### config.mk
export PLATFORM = sky130hd
export DESIGN_NAME = mff_cell_store
export DESIGN_NICKNAME = d
export VERILOG_FILES = /design/src/hdl/mff_pkg.sv /design/src/hdl/mff_cell_store.sv
export SDC_FILE = /design/constraint.sdc
export NUM_CORES = 2
export LEC_CHECK = 0
export BUFFER_PORTS_ARGS = -buffer_cell sky130_fd_sc_hd__buf_2
export CAP_MARGIN = 15
export CORE_MARGIN = 4
export CORE_UTILIZATION = 35
export CTS_CLUSTER_SIZE = 10
export DETAILED_ROUTE_END_ITERATION = 8
export HOLD_SLACK_MARGIN = 0.12
export PLACE_DENSITY = 0.48
export REMOVE_ABC_BUFFERS = 1
export SETUP_SLACK_MARGIN = 0.1
export SLEW_MARGIN = 40
export SYNTH_ARGS = -nofsm -noshare
export SYNTH_HDL_FRONTEND = slang
export SYNTH_SLANG_ARGS = --single-unit
### constraint.sdc
create_clock -name i_clk -period 7.3 [get_ports i_clk]
set_input_delay 0.73 -clock i_clk [delete_from_list [all_inputs] [get_ports i_clk]]
set_output_delay 0.73 -clock i_clk [all_outputs]
set_load 0.03 [all_outputs]
### src/hdl/mff_pkg.sv
// Package for the maze flood-fill engine.
// Holds grid constants, opcode and direction codes, port structs and grid helper functions.
// Depends on nothing; the engine, cell store, queue and bench files import it.
package mff_pkg;

    localparam int GRID_SIDE = 16;
    localparam int CELLS = 256;
    localparam logic [7:0] LAST_CELL = 8'(CELLS - 1);
    localparam logic [7:0] UNREACHED = 8'd255;
    localparam logic [7:0] MAX_STEP = 8'd254;
    localparam logic [4:0] SIDE5 = 5'(GRID_SIDE);
    localparam logic [3:0] GOAL_LO = 4'(GRID_SIDE / 2 - 1);
    localparam logic [3:0] GOAL_HI = 4'(GRID_SIDE / 2);

    typedef enum logic [1:0] {
        OP_WRITE = 2'd0,
        OP_FLOOD = 2'd1,
        OP_DIST  = 2'd2,
        OP_DIR   = 2'd3
    } t_opcode;

    typedef enum logic [1:0] {
        DIR_NORTH = 2'd0,
        DIR_EAST  = 2'd1,
        DIR_SOUTH = 2'd2,
        DIR_WEST  = 2'd3
    } t_dir;

    typedef struct packed {
        logic       valid;
        logic [7:0] idx;
    } t_nbr;

    typedef struct packed {
        logic [7:0] rd_addr;
        logic       wall_we;
        logic [7:0] wall_wa;
        logic [3:0] wall_wd;
        logic       dist_we;
        logic [7:0] dist_wa;
        logic [7:0] dist_wd;
    } t_store_cmd;

    typedef struct packed {
        logic [3:0] wall;
        logic [7:0] cell_dist;
    } t_store_rsp;

    typedef struct packed {
        logic       clr;
        logic       push;
        logic [7:0] push_idx;
        logic       pop;
    } t_queue_cmd;

    typedef struct packed {
        logic       empty;
        logic       full;
        logic [7:0] head_idx;
    } t_queue_rsp;

    function automatic logic mff_in_grid(input logic [3:0] x, input logic [3:0] y);
        return ({1'b0, x} < SIDE5) && ({1'b0, y} < SIDE5);
    endfunction

    // Neighbor of a cell in one direction; valid is low when it leaves the grid.
    function automatic t_nbr mff_nbr(input logic [7:0] idx, input logic [1:0] d);
        t_nbr       r;
        logic [3:0] x;
        logic [3:0] y;
        x = idx[3:0];
        y = idx[7:4];
        r.valid = 1'b0;
        unique case (t_dir'(d))
            DIR_NORTH: begin
                r.valid = ({1'b0, y} + 5'd1) < SIDE5;
                y = y + 4'd1;
            end
            DIR_EAST: begin
                r.valid = ({1'b0, x} + 5'd1) < SIDE5;
                x = x + 4'd1;
            end
            DIR_SOUTH: begin
                r.valid = (y != 4'd0);
                y = y - 4'd1;
            end
            DIR_WEST: begin
                r.valid = (x != 4'd0);
                x = x - 4'd1;
            end
            default: begin
                r.valid = 1'b0;
            end
        endcase
        r.idx = {y, x};
        return r;
    endfunction

    // The four center goal cells in seeding order.
    function automatic logic [7:0] mff_goal_cell(input logic [1:0] i);
        logic [3:0] x;
        logic [3:0] y;
        x = i[1] ? GOAL_HI : GOAL_LO;
        y = i[0] ? GOAL_HI : GOAL_LO;
        return {y, x};
    endfunction

endpackage

### src/hdl/mff_cell_store.sv
// Per-cell wall and distance memories, one write port each and a shared read address.
// Read data is registered and appears in the cycle after the address. Depends on mff_pkg.
module mff_cell_store
    import mff_pkg::*;
(
    input  logic       i_clk,
    input  t_store_cmd i_cmd,
    output t_store_rsp o_rsp
);

    logic [3:0] r_wall_mem [CELLS];
    logic [7:0] r_dist_mem [CELLS];
    logic [3:0] r_wall_q;
    logic [7:0] r_dist_q;

    always_ff @(posedge i_clk) begin
        if (i_cmd.wall_we) begin
            r_wall_mem[i_cmd.wall_wa] <= i_cmd.wall_wd;
        end
        r_wall_q <= r_wall_mem[i_cmd.rd_addr];
    end

    always_ff @(posedge i_clk) begin
        if (i_cmd.dist_we) begin
            r_dist_mem[i_cmd.dist_wa] <= i_cmd.dist_wd;
        end
        r_dist_q <= r_dist_mem[i_cmd.rd_addr];
    end

    assign o_rsp.wall      = r_wall_q;
    assign o_rsp.cell_dist = r_dist_q;

endmodule

==> results.yml <==
grt:
  antenna_found_initial: 29
  track_usage_pct: 19.4
  grt_pass1_vias: 60922
  grt_first_pass_wirelength_mm: 490
  grt_max_degree: 179
  overflow: 0
sta:
  final_hold_viol_count: 0
  worst_pin_slew_ns: 0.980
  finalCritPeriodShare_pct: 55.2
  drv_slew: 0
  rsz0062_at_grt: "no"
  finalWorstSetupSlack_ns: 3.27
  fmax_ghz: 0.248
  finalSetupViolCount: 0
  relSlewSlack_pct: 34.7
  fin_skew_ns: 0.0476
  whs_ns: 0.196
  finalSetupTns_ns: 0
  period_needed_ns: 4.03
routing:
  ant_nets: 0
  vias: 59322
  drt-total-wl_mm: 350
  drc: 0
  via_per_inst: 5.55
  routedLengthMet1_mm: 149
  routed-wl-met2_mm: 169
  maxUsedRoutingLayer: "met5"
  initialDrtViolationCount: 6390
  wl_met3_mm: 22.6
  wl_per_cell_um: 32.8
  first_pass_iters: 6
pwr:
  p_sw_mw: 8.14
  share_comb_of_total_power_pct: 5.2
  total_power_mw: 37.2
  switching_share_pct: 21.9
  clkPwrFrac_pct: 42.2
  ir_drop_mv: 0.205
  power_density_mw_per_mm2: 273
  intPower_mw: 29.1
  power_frac_seq_pct: 52.6
  leakagePower_nw: 41.6
critical_path:
  r2r_start: "r_wall_mem[191][3]"
  r2r-end: "r_wall_q[3]"
  reg2reg_slack_ns: 4.45
  critical-path-top-delay-family: "buffers and inverters"
  worst_path_largest_cell_delay_ns: 0.69
  cp-start-kind: "primary input"
  cp_max_fo: 68
  worst_ep_arrival_time_ns: 4.79
  crit_slowest_cell: "nor3_1"
  worstRegToRegCells: 6
  path_buf_inv: 3
  worst_ep_required_time_ns: 8.06
  cp_common_cell: "buf_12"
  endpoint_kind: "flop"
  path_cells: "buf_12 > buf_12 > buf_4 > mux4_2 > mux2i_1 > o22ai_1 > nor3_1 > a32o_1 > a311oi_1"
  criticalPathCategory: "primary input to flop"
cts:
  holdBufCountCts: 0
  cts_tree: "built"
  clock-sinks: 3084
  post_cts_buffers: 0
  ctsRootBufferMaster: "clkbuf_16"
  cts-resized-gates: 0
  max-clock-path-buffers: 4
  htreeDepth: 5
  cts_buffers: 353
  clk_latency_ns: 0.93
  clkTransAtPathRegs_ns: 0.05
run_status:
  status: "finished, final reports clean"
synthesis:
  syn_inst: 5813
  yosysTopAreaCellShare_pct: 76.6
  syn_area_per_cell_um2: 20.7
  yosys_warnings: 0
  synthArstFlopShare_pct: 0
  synth_top_area_cell: "edfxtp_1"
  yosys-top-cells-area: "edfxtp_1, mux4_2, mux2i_1"
  yosysSeqAreaShare_pct: 76.8
  synthFlopType: "edfxtp_1"
  ys_seq_elements: 3084
  netlist_area_mm2: 0.120
  synthTopCellsByCount: "edfxtp_1, mux4_2, nor2_1"
  yosysMostFrequentCell: "edfxtp_1"
  synthDistinctLibCells: 63
  synth_enable_flop_cells: 3072
final_layout:
  final_util_pct: 39.8
  syn2layout_area_growth_pct: 13.3
  nFillCells: 30230
  multi_input_area_mm2: 0.0265
  nNetsFinal: 6048
  layout-drive-gt1-share_pct: 25.6
  seq_area_mm2: 0.0925
floorplan:
  core-area_mm2: 0.343
  die_area_mm2: 0.354
  start_util_pct: 35.1
  die_h_um: 595
  io_pins: 51
  rows: 215
  die_w_um: 595
placement:
  port_buffers: 50
  routabilityCongestion: 0.812
  preCtsSetupSlack_ns: 2.40
  dp_hpwl_mm: 214
flow_run:
  drv_cap: 0
worst_hold_path:
  holdPathEnd: "r_wall_mem[3][3]"
  min-delay-start: "i_cmd[20]"
  hold_class: "primary input to flop"
  min_path_cells: 1
kinds of logic (layout without fill, tap and decap cells):
logic type | after synthesis | count (layout) | synth area share, %
AND/OR/NAND/NOR | 906 | 906 | 3.21
multiplexers | 985 | 985 | 15.3
flip-flops | 3084 | 3084 | 76.8
AO/OA/AOI/OAI | 476 | 476 | 2.80
other | 0 | 6 | 0
buffers and inverters | 362 | 671 | 1.89
metal layers:
layer / track usage, % / vias up
met4: 5.49 / 2
met5: 0 / -
met2: 31.7 / 2255
li1: - / 24398
met3: 2.96 / 510
met1: 27.1 / 32157
state kept, by name, indices dropped and copies added, names as in the netlist:
register	count
r_dist_mem	2048
r_dist_q	8
r_wall_mem	1024
r_wall_q	4
per-stage QoR:
step           cells  area (um^2)
3_5_place_dp   10205       126000
6_report       10685       137000
5_1_grt        10681       137000
2_1_floorplan   5455       118000
4_1_cts        10673       136000
3_3_place_gp   10198       126000
power by group through the flow:
stage	clock, mW	combinational [mW]	sequential [mW]
detailed placement	0	1.95	19.9
floorplan	0	0.700	19.9
CTS	16.0	1.95	19.6
finish	15.7	1.93	19.6
global route	16.8	2.03	19.6
global placement	0	1.91	19.9
worst max-delay path by stage:
stage | startpoint | end | cells past startpoint | slack (ns)
finish | i_cmd[30] | r_wall_q[3] | 9 | 3.27
global route | i_cmd[30] | r_wall_q[3] | 9 | 3.20
CTS | i_cmd[30] | r_wall_q[3] | 9 | 3.40
detailed placement | i_cmd[30] | r_wall_q[3] | 9 | 2.40
global placement | i_cmd[30] | r_dist_q[3] | 9 | 2.02
floorplan | i_cmd[32] | r_dist_q[4] | 6 | 4.50
area by class of cell:
class | instances | area share [%]
antenna | 6 | 0.0110
sequential | 3084 | 67.7
inverter | 4 | 0.0147
clock inverter | 33 | 0.290
timing repair buffer | 199 | 1.52
tap | 4557 | 4.18
multi-input combinational | 2367 | 19.4
clock buffer | 435 | 6.83
cell usage in the layout, fill, tap and decap left out, types with 15 or more instances in the layout:
cell type  synthesis  routed
a211oi_1          18      18
a21oi_1          107     107
a221oi_1          27      27
a22oi_1          135     135
a31oi_1           17      17
buf_12            13      26
buf_2             94      32
buf_4             42     105
clkbuf_1         140      73
clkbuf_16          0     363
edfxtp_1        3072    3072
mux2_2            33      33
mux2i_1          268     267
mux4_2           678     678
nand2_1          147     135
nand3_1           54      39
nor2_1           553     349
nor2_2             0     201
nor2b_1           25      15
nor3_1            39      33
o21ai_0           17      15
o221ai_1          27      27
o22ai_1           39      39
Power figures use the tool's default switching activity.
